<file path="config.mk">
export PLATFORM = sky130hd
export DESIGN_NAME = multilevel_queue_scheduler_top
export DESIGN_NICKNAME = d
export VERILOG_FILES = /design/src/rtl/mlqs_pkg.sv /design/src/rtl/multilevel_queue_scheduler_top.sv
export VERILOG_INCLUDE_DIRS = /design/src /design/src/rtl
export SDC_FILE = /design/constraint.sdc
export NUM_CORES = 2
export LEC_CHECK = 0
export ABC_AREA = 1
export BUFFER_PORTS_ARGS = -buffer_cell sky130_fd_sc_hd__buf_4
export CORE_MARGIN = 10
export CORE_UTILIZATION = 55
export CTS_CLUSTER_DIAMETER = 40
export DETAILED_ROUTE_END_ITERATION = 6
export PLACE_DENSITY = 0.71
export SLEW_MARGIN = 0
export SYNTH_ARGS = -nofsm -noshare
export SYNTH_HDL_FRONTEND = slang
export SYNTH_SLANG_ARGS = --single-unit
</file>
<file path="constraint.sdc">
create_clock -name clk -period 10.35 [get_ports clk]
set_clock_uncertainty 0.2 [all_clocks]
set_input_delay 2.07 -clock clk [delete_from_list [all_inputs] [get_ports clk]]
set_output_delay 2.07 -clock clk [all_outputs]
set_load 0.02 [all_outputs]
</file>
<file path="src/rtl/multilevel_queue_scheduler_top_defines.svh">
// assertion macros for the multilevel queue scheduler
`ifndef MULTILEVEL_QUEUE_SCHEDULER_TOP_DEFINES_SVH
`define MULTILEVEL_QUEUE_SCHEDULER_TOP_DEFINES_SVH

`ifndef ASSERT_OFF
// checked property, disabled while reset is applied
`define MLQS_ASSERT(lbl, ck, rn, prop) \
  lbl: assert property (@(posedge ck) disable iff (!rn) prop) else $error("mlqs check failed");
// checked property, also during reset
`define MLQS_ASSERT_ALWAYS(lbl, ck, prop) \
  lbl: assert property (@(posedge ck) prop) else $error("mlqs check failed");
`else
`define MLQS_ASSERT(lbl, ck, rn, prop)
`define MLQS_ASSERT_ALWAYS(lbl, ck, prop)
`endif

`endif

</file>
<file path="src/rtl/mlqs_pkg.sv">
// types and constants of the multilevel queue scheduler
`timescale 1ns / 1ps
package mlqs_pkg;

  localparam int MAX_PROCS  = 64;
  localparam int ID_W       = 6;
  localparam int CNT_W      = 7;
  localparam int BURST_BITS = 16;
  localparam int PRIO_W     = 4;
  localparam int ENT_W      = PRIO_W + ID_W;

  localparam logic [PRIO_W-1:0] PRIO_MAX = 4'd9;
  localparam logic [CNT_W-1:0]  NO_PROC  = 7'd64;
  localparam logic [CNT_W-1:0]  CNT_FULL = 7'd64;

  localparam logic CMD_ARRIVE = 1'b0;
  localparam logic CMD_TICK   = 1'b1;

  localparam logic [1:0] CFG_QUANTUM  = 2'd0;
  localparam logic [1:0] CFG_BUDGET   = 2'd1;
  localparam logic [1:0] CFG_TOP_BAND = 2'd2;
  localparam logic [1:0] CFG_MID_BAND = 2'd3;

  typedef enum logic [1:0] {
    LVL_TOP = 2'd0,
    LVL_MID = 2'd1,
    LVL_LOW = 2'd2
  } level_t;

  typedef enum logic [2:0] {
    S_IDLE,
    S_HEAD,
    S_EXEC,
    S_MS_RD,
    S_MS_WR,
    S_INS_RD,
    S_INS_CMP
  } state_t;

  function automatic level_t next_level(input level_t l);
    level_t r;
    case (l)
      LVL_TOP: r = LVL_MID;
      LVL_MID: r = LVL_LOW;
      default: r = LVL_TOP;
    endcase
    return r;
  endfunction

endpackage

</file>
<file path="src/rtl/multilevel_queue_scheduler_top.sv">
// multilevel queue scheduler: round-robin, sorted and fcfs levels in block memories
//
// channel | ports                                   | beat
// --------+-----------------------------------------+------------------------------
// in      | start, busy, in_cmd/proc_id/prio/burst  | start & !busy
// out     | out_valid, out_status ... out_time_now  | out_valid, one cycle, no stall
// cfg     | cfg_valid, cfg_ready, cfg_index, data   | cfg_valid & cfg_ready
//
// a tick steps through head read, work read and execute; a middle-level completion
// adds a shift-down of the remaining entries of the n-entry sorted list
// a top/low arrival completes in the idle state; a middle arrival walks the sorted list from its
// tail, reading and comparing each entry and moving it up until the new entry's slot is found
// the result beat comes in the cycle after its decision; the receiver cannot stall
// synchronous active-low reset clears counters, heads, the queued-id bitmap and the control
// registers, config to its defaults; the payload registers and the memories are not cleared
`timescale 1ns / 1ps
`include "multilevel_queue_scheduler_top_defines.svh"
module multilevel_queue_scheduler_top
  import mlqs_pkg::*;
(
  input  logic                  clk,
  input  logic                  rst_n,
  input  logic                  start,
  output logic                  busy,
  input  logic                  in_cmd,
  input  logic [ID_W-1:0]       in_proc_id,
  input  logic [PRIO_W-1:0]     in_prio_level,
  input  logic [BURST_BITS-1:0] in_burst_len,
  output logic                  out_valid,
  output logic                  out_status,
  output logic                  out_ran_valid,
  output logic [ID_W-1:0]       out_ran_id,
  output logic                  out_switched,
  output logic                  out_finished,
  output logic [31:0]           out_time_now,
  input  logic                  cfg_valid,
  output logic                  cfg_ready,
  input  logic [1:0]            cfg_index,
  input  logic [3:0]            cfg_data
);

  // storage: per-id remaining work, two fifos and the sorted middle list
  logic [BURST_BITS-1:0] rem_mem [MAX_PROCS];
  logic [ID_W-1:0]       top_mem [MAX_PROCS];
  logic [ENT_W-1:0]      mid_mem [MAX_PROCS];
  logic [ID_W-1:0]       low_mem [MAX_PROCS];

  logic [BURST_BITS-1:0] rem_rd_r;
  logic [ID_W-1:0]       top_rd_r, low_rd_r;
  logic [ENT_W-1:0]      mid_rd_r;

  // memory port controls
  logic                  rem_we, top_we, mid_we, low_we;
  logic [ID_W-1:0]       rem_waddr, top_waddr, mid_waddr, low_waddr;
  logic [BURST_BITS-1:0] rem_wdata;
  logic [ID_W-1:0]       top_wdata, low_wdata;
  logic [ENT_W-1:0]      mid_wdata;
  logic [ID_W-1:0]       mid_raddr, head_id;

  state_t state_r, state_nxt;
  level_t active_r, active_nxt, lvl_r, lvl_nxt;

  logic [3:0]       quantum_len_r, level_budget_r, top_band_r, mid_band_r;
  logic [3:0]       level_ticks_r, level_ticks_nxt, quantum_ticks_r, quantum_ticks_nxt;
  logic [31:0]      time_r, time_nxt;
  logic [CNT_W-1:0] last_ran_r, last_ran_nxt;
  logic [ID_W-1:0]  top_head_r, top_head_nxt, low_head_r, low_head_nxt;
  logic [CNT_W-1:0] top_count_r, top_count_nxt, mid_count_r, mid_count_nxt;
  logic [CNT_W-1:0] low_count_r, low_count_nxt;
  logic [MAX_PROCS-1:0] queued_r, queued_nxt;
  logic [CNT_W-1:0] idx_r, idx_nxt;
  logic [ENT_W-1:0] new_ent_r, new_ent_nxt;
  logic [ID_W-1:0]  id_r, id_nxt;

  logic             out_valid_r, out_valid_nxt, out_status_r, out_status_nxt;
  logic             out_ran_r, out_ran_nxt, out_sw_r, out_sw_nxt, out_fin_r, out_fin_nxt;
  logic [ID_W-1:0]  out_id_r, out_id_nxt;
  logic [31:0]      out_time_r, out_time_nxt;

  // shared decisions
  logic [3:0]       budget, quantum, qt_inc;
  logic             turn_over, tick_none;
  level_t           cand1, cand2, tick_lvl;
  level_t           arr_lvl;
  logic             arr_reject;
  logic [BURST_BITS-1:0] rem_dec;
  logic             fin;
  logic             ins_shift;

  function automatic logic [CNT_W-1:0] lvl_cnt(input level_t l, input logic [CNT_W-1:0] t,
                                               input logic [CNT_W-1:0] m,
                                               input logic [CNT_W-1:0] w);
    logic [CNT_W-1:0] r;
    case (l)
      LVL_TOP: r = t;
      LVL_MID: r = m;
      default: r = w;
    endcase
    return r;
  endfunction

  assign busy      = (state_r != S_IDLE);
  assign cfg_ready = 1'b1;

  // zero registers act as one
  assign budget  = (level_budget_r == 4'd0) ? 4'd1 : level_budget_r;
  assign quantum = (quantum_len_r == 4'd0) ? 4'd1 : quantum_len_r;
  assign qt_inc  = quantum_ticks_r + 4'd1;

  // turn selection: stay, else next non-empty level with the current one last
  assign cand1     = next_level(active_r);
  assign cand2     = next_level(cand1);
  assign turn_over = (level_ticks_r >= budget) ||
                     (lvl_cnt(active_r, top_count_r, mid_count_r, low_count_r) == '0);
  always_comb begin
    tick_none = 1'b0;
    tick_lvl  = active_r;
    if (turn_over) begin
      if (lvl_cnt(cand1, top_count_r, mid_count_r, low_count_r) != '0) begin
        tick_lvl = cand1;
      end else if (lvl_cnt(cand2, top_count_r, mid_count_r, low_count_r) != '0) begin
        tick_lvl = cand2;
      end else if (lvl_cnt(active_r, top_count_r, mid_count_r, low_count_r) == '0) begin
        tick_none = 1'b1;
      end
    end
  end

  // arrival checks: band, range, zero burst, full level, already queued
  always_comb begin
    if (in_prio_level <= top_band_r) begin
      arr_lvl = LVL_TOP;
    end else if (in_prio_level <= mid_band_r) begin
      arr_lvl = LVL_MID;
    end else begin
      arr_lvl = LVL_LOW;
    end
    arr_reject = (in_prio_level == '0) || (in_prio_level > PRIO_MAX) ||
                 (in_burst_len == '0) ||
                 (lvl_cnt(arr_lvl, top_count_r, mid_count_r, low_count_r) >= CNT_FULL) ||
                 queued_r[in_proc_id];
  end

  assign rem_dec   = rem_rd_r - {{(BURST_BITS-1){1'b0}}, 1'b1};
  assign fin       = (rem_dec == '0);
  assign ins_shift = (mid_rd_r[ENT_W-1:ID_W] > new_ent_r[ENT_W-1:ID_W]);

  always_comb begin
    case (lvl_r)
      LVL_TOP: head_id = top_rd_r;
      LVL_MID: head_id = mid_rd_r[ID_W-1:0];
      default: head_id = low_rd_r;
    endcase
  end

  // next state
  always_comb begin
    state_nxt = state_r;
    unique case (state_r)
      S_IDLE: begin
        if (start) begin
          if (in_cmd == CMD_TICK) begin
            if (!tick_none) state_nxt = S_HEAD;
          end else if (!arr_reject && arr_lvl == LVL_MID) begin
            state_nxt = S_INS_RD;
          end
        end
      end
      S_HEAD: state_nxt = S_EXEC;
      S_EXEC: begin
        if (lvl_r == LVL_MID && fin && mid_count_r > 7'd1) state_nxt = S_MS_RD;
        else state_nxt = S_IDLE;
      end
      S_MS_RD: state_nxt = S_MS_WR;
      S_MS_WR: begin
        if (idx_r < mid_count_r) state_nxt = S_MS_RD;
        else state_nxt = S_IDLE;
      end
      S_INS_RD: begin
        if (idx_r == '0) state_nxt = S_IDLE;
        else state_nxt = S_INS_CMP;
      end
      S_INS_CMP: begin
        if (ins_shift) state_nxt = S_INS_RD;
        else state_nxt = S_IDLE;
      end
      default: state_nxt = S_IDLE;
    endcase
  end

  // datapath and memory controls
  always_comb begin
    active_nxt        = active_r;
    lvl_nxt           = lvl_r;
    level_ticks_nxt   = level_ticks_r;
    quantum_ticks_nxt = quantum_ticks_r;
    time_nxt          = time_r;
    last_ran_nxt      = last_ran_r;
    top_head_nxt      = top_head_r;
    top_count_nxt     = top_count_r;
    mid_count_nxt     = mid_count_r;
    low_head_nxt      = low_head_r;
    low_count_nxt     = low_count_r;
    queued_nxt        = queued_r;
    idx_nxt           = idx_r;
    new_ent_nxt       = new_ent_r;
    id_nxt            = id_r;
    out_valid_nxt     = 1'b0;
    out_status_nxt    = out_status_r;
    out_ran_nxt       = out_ran_r;
    out_id_nxt        = out_id_r;
    out_sw_nxt        = out_sw_r;
    out_fin_nxt       = out_fin_r;
    out_time_nxt      = out_time_r;
    rem_we = 1'b0; rem_waddr = id_r; rem_wdata = rem_dec;
    top_we = 1'b0; top_waddr = top_head_r + top_count_r[ID_W-1:0]; top_wdata = id_r;
    low_we = 1'b0; low_waddr = low_head_r + low_count_r[ID_W-1:0]; low_wdata = in_proc_id;
    mid_we = 1'b0; mid_waddr = idx_r[ID_W-1:0]; mid_wdata = new_ent_r;
    mid_raddr = '0;
    unique case (state_r)
      S_IDLE: begin
        if (start && in_cmd == CMD_ARRIVE) begin
          out_valid_nxt  = 1'b1;
          out_status_nxt = arr_reject;
          out_ran_nxt    = 1'b0;
          out_id_nxt     = '0;
          out_sw_nxt     = 1'b0;
          out_fin_nxt    = 1'b0;
          out_time_nxt   = time_r;
          if (!arr_reject) begin
            rem_we                 = 1'b1;
            rem_waddr              = in_proc_id;
            rem_wdata              = in_burst_len;
            queued_nxt[in_proc_id] = 1'b1;
            case (arr_lvl)
              LVL_TOP: begin
                top_we        = 1'b1;
                top_wdata     = in_proc_id;
                top_count_nxt = top_count_r + 7'd1;
              end
              LVL_MID: begin
                new_ent_nxt = {in_prio_level, in_proc_id};
                idx_nxt     = mid_count_r;
              end
              default: begin
                low_we        = 1'b1;
                low_count_nxt = low_count_r + 7'd1;
              end
            endcase
          end
        end else if (start) begin
          if (tick_none) begin
            // idle tick: time moves, turn restarts at the top
            time_nxt          = time_r + 32'd1;
            active_nxt        = LVL_TOP;
            level_ticks_nxt   = '0;
            quantum_ticks_nxt = '0;
            out_valid_nxt     = 1'b1;
            out_status_nxt    = 1'b0;
            out_ran_nxt       = 1'b0;
            out_id_nxt        = '0;
            out_sw_nxt        = 1'b0;
            out_fin_nxt       = 1'b0;
            out_time_nxt      = time_r + 32'd1;
          end else begin
            lvl_nxt    = tick_lvl;
            active_nxt = tick_lvl;
            if (turn_over) begin
              level_ticks_nxt = '0;
              if (tick_lvl == LVL_TOP) quantum_ticks_nxt = '0;
            end
          end
        end
      end
      S_HEAD: id_nxt = head_id;
      S_EXEC: begin
        rem_we          = 1'b1;
        last_ran_nxt    = {1'b0, id_r};
        level_ticks_nxt = level_ticks_r + 4'd1;
        time_nxt        = time_r + 32'd1;
        if (fin) queued_nxt[id_r] = 1'b0;
        case (lvl_r)
          LVL_TOP: begin
            if (fin) begin
              top_head_nxt      = top_head_r + 6'd1;
              top_count_nxt     = top_count_r - 7'd1;
              quantum_ticks_nxt = '0;
            end else if (qt_inc >= quantum) begin
              // quantum spent: head rotates to the tail slot
              top_we            = 1'b1;
              top_head_nxt      = top_head_r + 6'd1;
              quantum_ticks_nxt = '0;
            end else begin
              quantum_ticks_nxt = qt_inc;
            end
          end
          LVL_MID: begin
            if (fin) begin
              mid_count_nxt = mid_count_r - 7'd1;
              idx_nxt       = 7'd1;
            end
          end
          default: begin
            if (fin) begin
              low_head_nxt  = low_head_r + 6'd1;
              low_count_nxt = low_count_r - 7'd1;
            end
          end
        endcase
        out_valid_nxt  = 1'b1;
        out_status_nxt = 1'b0;
        out_ran_nxt    = 1'b1;
        out_id_nxt     = id_r;
        out_sw_nxt     = (last_ran_r != {1'b0, id_r});
        out_fin_nxt    = fin;
        out_time_nxt   = time_r + 32'd1;
      end
      S_MS_RD: mid_raddr = idx_r[ID_W-1:0];
      S_MS_WR: begin
        mid_we    = 1'b1;
        mid_waddr = idx_r[ID_W-1:0] - 6'd1;
        mid_wdata = mid_rd_r;
        idx_nxt   = idx_r + 7'd1;
      end
      S_INS_RD: begin
        mid_raddr = idx_r[ID_W-1:0] - 6'd1;
        if (idx_r == '0) begin
          mid_we        = 1'b1;
          mid_count_nxt = mid_count_r + 7'd1;
        end
      end
      S_INS_CMP: begin
        mid_we = 1'b1;
        if (ins_shift) begin
          mid_wdata = mid_rd_r;
          idx_nxt   = idx_r - 7'd1;
        end else begin
          mid_count_nxt = mid_count_r + 7'd1;
        end
      end
      default: ;
    endcase
  end

  // memories, one write and one registered read each
  always_ff @(posedge clk) begin
    if (rem_we) rem_mem[rem_waddr] <= rem_wdata;
    rem_rd_r <= rem_mem[head_id];
  end

  always_ff @(posedge clk) begin
    if (top_we) top_mem[top_waddr] <= top_wdata;
    top_rd_r <= top_mem[top_head_nxt];
  end

  always_ff @(posedge clk) begin
    if (mid_we) mid_mem[mid_waddr] <= mid_wdata;
    mid_rd_r <= mid_mem[mid_raddr];
  end

  always_ff @(posedge clk) begin
    if (low_we) low_mem[low_waddr] <= low_wdata;
    low_rd_r <= low_mem[low_head_nxt];
  end

  // control registers
  always_ff @(posedge clk) begin
    if (!rst_n) begin
      state_r         <= S_IDLE;
      active_r        <= LVL_TOP;
      lvl_r           <= LVL_TOP;
      level_ticks_r   <= '0;
      quantum_ticks_r <= '0;
      time_r          <= '0;
      last_ran_r      <= NO_PROC;
      top_head_r      <= '0;
      top_count_r     <= '0;
      mid_count_r     <= '0;
      low_head_r      <= '0;
      low_count_r     <= '0;
      queued_r        <= '0;
      out_valid_r     <= 1'b0;
      quantum_len_r   <= 4'd4;
      level_budget_r  <= 4'd10;
      top_band_r      <= 4'd3;
      mid_band_r      <= 4'd6;
    end else begin
      state_r         <= state_nxt;
      active_r        <= active_nxt;
      lvl_r           <= lvl_nxt;
      level_ticks_r   <= level_ticks_nxt;
      quantum_ticks_r <= quantum_ticks_nxt;
      time_r          <= time_nxt;
      last_ran_r      <= last_ran_nxt;
      top_head_r      <= top_head_nxt;
      top_count_r     <= top_count_nxt;
      mid_count_r     <= mid_count_nxt;
      low_head_r      <= low_head_nxt;
      low_count_r     <= low_count_nxt;
      queued_r        <= queued_nxt;
      out_valid_r     <= out_valid_nxt;
      if (cfg_valid && cfg_ready) begin
        unique case (cfg_index)
          CFG_QUANTUM:  quantum_len_r  <= cfg_data;
          CFG_BUDGET:   level_budget_r <= cfg_data;
          CFG_TOP_BAND: top_band_r     <= cfg_data;
          CFG_MID_BAND: mid_band_r     <= cfg_data;
          default: ;
        endcase
      end
    end
  end

  // payload registers
  always_ff @(posedge clk) begin
    idx_r        <= idx_nxt;
    new_ent_r    <= new_ent_nxt;
    id_r         <= id_nxt;
    out_status_r <= out_status_nxt;
    out_ran_r    <= out_ran_nxt;
    out_id_r     <= out_id_nxt;
    out_sw_r     <= out_sw_nxt;
    out_fin_r    <= out_fin_nxt;
    out_time_r   <= out_time_nxt;
  end

  assign out_valid     = out_valid_r;
  assign out_status    = out_status_r;
  assign out_ran_valid = out_ran_r;
  assign out_ran_id    = out_id_r;
  assign out_switched  = out_sw_r;
  assign out_finished  = out_fin_r;
  assign out_time_now  = out_time_r;

  // checks
  `MLQS_ASSERT(a_exec_beat, clk, rst_n, (state_r == S_EXEC) |=> out_valid_r)
  `MLQS_ASSERT(a_tick_flow, clk, rst_n, (start && !busy && in_cmd == CMD_TICK) |=> (busy || out_valid_r))
  `MLQS_ASSERT(a_fin_ran, clk, rst_n, (out_valid_r && out_fin_r) |-> out_ran_r)
  `MLQS_ASSERT(a_rej_no_run, clk, rst_n, (out_valid_r && out_status_r) |-> !out_ran_r)
  `MLQS_ASSERT_ALWAYS(a_mid_bound, clk, (!rst_n || mid_count_r <= CNT_FULL))

endmodule
</file>
## Word level (Yosys, flattened, before mapping)

Memories as Yosys holds them, arrays and structs flattened. A register that Yosys moved wholly into a read port is not among the register bits.
Index checks and enable logic that the tools add are counted.

- Bitwise operators: 7
- Equality and inequality tests: 36
- Order comparisons: 13
- Muxes and demuxes: 149
- Reductions and logical operators: 54
- Add/sub/neg operators: 17

Operators with widths:

| operator | count |
|---|---|
| 64-bit 2-to-1 mux | 3 |
| 7-bit 2-to-1 mux | 26 |
| 32-bit 2-to-1 mux | 4 |
| 32-bit one-hot mux with 2 select lines | 2 |
| 64-bit one-hot mux with 2 select lines | 1 |
| 6-bit 2-to-1 mux | 18 |
| 7-bit one-hot mux with 2 select lines | 6 |
| 64-bit AND | 1 |
| 64-bit NOT | 1 |
| 64-bit OR | 1 |
| 4-bit 2-to-1 mux | 14 |
| 16-bit 2-to-1 mux | 3 |
| 6-bit one-hot mux with 2 select lines | 3 |
| 1-bit 2-to-1 mux | 35 |
| 32-bit by 1-bit adder with 32-bit output (second input constant) | 1 |
| 16-bit zero test | 2 |
| 7-bit by 1-bit adder with 7-bit output (second input constant) | 4 |
| 2-bit != test (second input constant) | 14 |
| 7-bit one-hot mux with 4 select lines | 1 |
| 7-bit by 1-bit subtractor with 7-bit output (second input constant) | 4 |
| 7-bit zero test | 3 |
| 3-bit one-hot mux with 7 select lines | 1 |
| 7-bit one-hot mux with 3 select lines | 1 |
| 10-bit one-hot mux with 2 select lines | 1 |
| 48 further kinds | 126 |

- Output and inout bits: 45
- Input bits: 37
- RAM bits: 2432
- Word-level logic and storage cells: 307
- Register bits after elaboration: 233
- Memories kept: 4

Memory list:

| memory | depth | bits a word | read ports | clocked after memory_dff | wr ports | line | text |
|---|---|---|---|---|---|---|---|
| rem_mem | 64 | 16 | 1 | 1 | 1 | multilevel_queue_scheduler_top.sv:43 | `logic [BURST_BITS-1:0] rem_mem [MAX_PROCS];` |
| mid_mem | 64 | 10 | 1 | 1 | 1 | multilevel_queue_scheduler_top.sv:45 | `logic [ENT_W-1:0] mid_mem [MAX_PROCS];` |
| low_mem | 64 | 6 | 1 | 1 | 1 | multilevel_queue_scheduler_top.sv:46 | `logic [ID_W-1:0] low_mem [MAX_PROCS];` |
| top_mem | 64 | 6 | 1 | 1 | 1 | multilevel_queue_scheduler_top.sv:44 | `logic [ID_W-1:0] top_mem [MAX_PROCS];` |

## Longest topological paths before layout

- Word-level depth: 21
- Depth in mapped cells: 24
- Depth with buffers taken out: 23

## Least setup slack after synthesis

Ideal clock, no wire load.

- Path type: input -> register
- Start point: in in_proc_id[1]
- End point: mem top_mem[0][0], data pin
- Required time: 9.448 ns
- Stages on the path: 14
- Data arrival time: 6.481 ns
- Path buffers: 3
- Slack: 2.967 ns
- Setup time: 0.702 ns
- Cells stage by stage: buf_4 > nand3_2 > inv_2 > a22oi_1 > o221ai_1 > o31ai_1 > nand2_1 > nor3_2 > nand3_2 > inv_2 > buf_4 > nand2_2 > clkbuf_1 > o21ai_0

- Cells in the longest elaborated chain, start to end: 6

RTL lines:

| item | line | text |
|---|---|---|
| start, declared | multilevel_queue_scheduler_top.sv:26 | `input logic [ID_W-1:0] in_proc_id,` |
| 1-bit binary-select mux with 6-bit select | multilevel_queue_scheduler_top.sv:141 | `queued_r[in_proc_id];` |
| 1-bit 2-to-1 mux (implied by the code) | multilevel_queue_scheduler_top.sv:141 |  |
| 1-bit logical OR | multilevel_queue_scheduler_top.sv:140 | `(lvl_cnt(arr_lvl, top_count_r, mid_count_r, low_count_r) >= CNT_FULL) \|\|` |
| 6-bit 2-to-1 mux | multilevel_queue_scheduler_top.sv:230 | `if (!arr_reject) begin` |
| 6-bit 2-to-1 mux | multilevel_queue_scheduler_top.sv:222 | `if (start && in_cmd == CMD_ARRIVE) begin` |
| 6-bit 2-to-1 mux | multilevel_queue_scheduler_top.sv:220 | `unique case (state_r)` |
| named net top_wdata[0] | multilevel_queue_scheduler_top.sv:56 | `logic [ID_W-1:0] top_wdata, low_wdata;` |
| end, declared | multilevel_queue_scheduler_top.sv:44 |  |

The timed path passes the listed nets, and every way through them passes these cells. The select of a mux whose other input is x is not followed.

## Worst setup path after layout

- Start point: in in_proc_id[1]
- End point: mem rem_mem[1][8] (enable)

- Cells in the longest elaborated chain, start to end: 8
- Elaborated cells between the ends (all ways): 11
- Classes of those cells: 10 x mux; 1 x reduce/logical

RTL lines:

| item | line | text |
|---|---|---|
| 1-bit binary-select mux with 6-bit select | multilevel_queue_scheduler_top.sv:141 |  |
| 1-bit 2-to-1 mux (implied by the code) | multilevel_queue_scheduler_top.sv:141 |  |
| 1-bit logical OR | multilevel_queue_scheduler_top.sv:140 |  |
| 1-bit 2-to-1 mux | multilevel_queue_scheduler_top.sv:230 |  |
| 1-bit 2-to-1 mux | multilevel_queue_scheduler_top.sv:222 |  |
| 1-bit one-hot mux with 2 select lines | multilevel_queue_scheduler_top.sv:220 |  |
| 1-bit 2-to-1 mux | multilevel_queue_scheduler_top.sv:347 | `if (rem_we) rem_mem[rem_waddr] <= rem_wdata;` |
| 1-bit 2-to-1 mux (implied by the code) | multilevel_queue_scheduler_top.sv:347 |  |
| end, declared | multilevel_queue_scheduler_top.sv:43 |  |

Parallel ways exist; a longest one is shown, timed or not. The select of a mux whose other input is x is not followed.

==> results.ini <==
[run_status]
status = finished, final reports clean

[setup_path]
cp_cell_sequence = buf_4 > buf_4 > nand3_2 > inv_2 > a22oi_1 > o221ai_1 > o31ai_1 > nand2_1 > nor3_2 > nand3_2 > buf_4 > nand2_1 > o21ai_1 > nand3_1 > nor2_1
cpPeakStageDelay_ns = 1.15
cp.arrival_ns = 7.19
worstRegToRegCells = 22
crit_start = in_proc_id[1]
worstSetupStartpointType = input pin
path_max_fanout = 41
rr_endpoint = top_rd_r[1]
end_kind = register
slowest_stage = nor2_1
required_ns = 10.69
reg2reg_slack_ns = 3.71
r2r-start = rem_rd_r[0]
crit_path_frequent_cell = buf_4
critical_path_class = in -> reg

[floorplan]
io_pins = 82
start_util_pct = 55.2
die_x_um = 478
die-area_um2 = 229000
die_h_um = 478
core_area_um2 = 209000
row_count = 168

[clock_network]
tritoncts = yes
cts_buffers = 379
clk_latency_ns = 0.99
cts_max_level = 5
holdBufCountCts = 0
clock-sinks = 2703
cts-resized-gates = 0
cts_setup_buffers = 0
clock_path_buffers = 4
clk_pin_slew_ns = 0.05
clock-root-buffer = clkbuf_16

[layout]
syn_to_final_growth_pct = 13.9
design_area_um2 = 132000
utilization_pct = 62.9
n_fill_cell = 15800
drive_gt1_share_pct = 12.0
layout.nets = 10300
finalNonFillerCells = 13300

[hold_path]
worst_hold_path.endpoint = top_band_r[3]
holdPathStages = 2
hold_class = reg -> reg
holdCritStartpoint = top_band_r[3]

[detailed_routing]
dr.first_iter.drc_count = 10400
viasPerCell = 6.03
drt_pre_antenna_iters = 6
route.detailed.drc = 0
vias = 80400
wirelength_mm = 309
routedWlPerCell_um = 23.2
drtAntennaViolNets = 0

[pwr]
pwr-share-seq_pct = 37.9
p_int_mw = 23.5
p_comb_share_pct = 26.2
power.total_mw = 35.7
sw_frac_of_total_pct = 34.2
max-vdd-ir-drop_v = 0.000307
cellPowerDensity_nw_per_um2 = 271
power.net_switching_mw = 12.2
power.share.clock_pct = 35.9
cellLeakagePower_nw = 46.5

[place]
dp_slack_ns = 2.57
dp_hpwl_mm = 179
dp_cells = 12600
io_buffer_count = 80
gp_congestion = 0.912
placed_cell_area_um2 = 119000

[logic_synthesis]
synth.most_common_cell = edfxtp_1
synth_area_leaders = edfxtp_1, nand3_1, nor2_1, dfxtp_1, nand2_1
yosysTopAreaCell = edfxtp_1
syn_avg_cell_area_um2 = 11.3
yosys_warnings = 0
syn_area_um2 = 116000
synth_edf_count = 2497
synthCells = 10200
async_reset_ff_share_pct = 0
yosysTopAreaCellShare_pct = 64.9
synth_seq_cells = 2703
syn-num-nets = 10300
seq_area_frac_synth_pct = 68.5
synth_cell_types = 64
ys.flop_type = edfxtp_1
synthTopCellsByCount = edfxtp_1, nand3_1, nor2_1, nand2_1, inv_1

[global_routing]
overflow = 0
grt_pass1_vias = 77400
grt_pass1_wl_mm = 465
antenna_found_initial = 5
grt_max_degree = 227
grt.total_usage_pct = 26.0

[timing]
whs_ns = 0.259
period_needed_ns = 6.85
rsz0062_at_grt = false
fin_crit_sh_pct = 66.2
hold_viol = 0
fmax_ghz = 0.146
fin_tns_setup_ns = 0
slew_headroom_pct = 7.15
layout_setup_ws_ns = 3.50
drv_slew = 0
setup_viol_count_final = 0
tightestPinTransition_ns = 1.38

[job]
maxCapViolCount = 0

critical path: cells and delay by family:
kind | cells | cell delay (ns)
AOI/OAI and AO/OA | 4 | 0.74
buffers and inverters | 4 | 1.84
and+or+nand+nor | 7 | 2.45
power by group through the flow:
| stage | registers [mW] | clock network [mW] | logic [mW] |
|---|---|---|---|
| after floorplan | 13.9 | 0 | 5.49 |
| after global placement | 13.7 | 0 | 8.98 |
| after detailed placement | 13.7 | 0 | 9.16 |
| after CTS | 13.5 | 12.9 | 9.20 |
| after global routing | 13.5 | 13.4 | 10.1 |
| final | 13.5 | 12.8 | 9.37 |
flip-flops by register name, summed over array words and instances (netlist names), 6 cells and up:
signal        flops
id_r              6
idx_r             7
last_ran_r        7
low_count_r       7
low_head_r        6
low_mem         384
low_rd_r          6
mid_count_r       7
mid_mem         640
mid_rd_r         10
new_ent_r        10
out_ran_id        6
out_time_now     32
queued_r         64
rem_mem        1024
rem_rd_r         16
time_r           32
top_count_r       7
top_head_r        6
top_mem         384
top_rd_r          6
layout by cell type (no fill, tap or decap), types with 95 or more instances in the layout:
cell type and instances:
edfxtp_1 2497, nand3_1 1418, nor2_1 1271, nand2_1 1038, inv_1 791, o21ai_0 757, clkbuf_16 382, o211ai_1 344
or2_2 264, buf_4 249, dfxtp_1 206, a21oi_1 178, nand3b_1 170, nor3_1 95
worst max-delay path by stage:
| stage | to | slack (ns) | depth (start not counted) |
|---|---|---|---|
| floorplan | top_mem[0][0] | 2.97 | 14 |
| global route | rem_mem[1][7] | 3.22 | 17 |
| finish | rem_mem[1][8] | 3.50 | 15 |
| detailed placement | rem_mem[1][6] | 2.57 | 17 |
| CTS | rem_mem[1][1] | 3.55 | 17 |
| global placement | rem_mem[1][1] | 2.65 | 17 |
layout make-up:
| cell class | instances | area, um^2 | area share [%] |
|---|---|---|---|
| multi-input combinational | 6060 | 31300 | 23.8 |
| clock buffer | 418 | 9710 | 7.38 |
| antenna | 3 | 7.51 | 0.00570 |
| tap | 2805 | 3510 | 2.67 |
| timing repair buffer | 253 | 1950 | 1.48 |
| sequential | 2703 | 79100 | 60.1 |
| clock inverter | 262 | 2900 | 2.20 |
| inverter | 825 | 3130 | 2.38 |
layer usage:
layer	routed length, um	global-route usage [%]
met1	124000	36.1
met2	142000	40.4
met3	30800	5.40
met4	12200	10.1
met5	9	0
cells by family (layout without fill, tap and decap cells):
| kind of cell | count (synthesis) | after routing | share of synthesized area [%] |
|---|---|---|---|
| fa+ha+maj | 67 | 67 | 0.758 |
| other cells | 1 | 4 | 0.00325 |
| buf+inv | 1429 | 1758 | 4.88 |
| simple gates | 4364 | 4364 | 17.3 |
| compound gates | 1562 | 1562 | 8.12 |
| xor+xnor | 66 | 66 | 0.500 |
| flops | 2703 | 2703 | 68.5 |
Power figures use the tool's default switching activity.
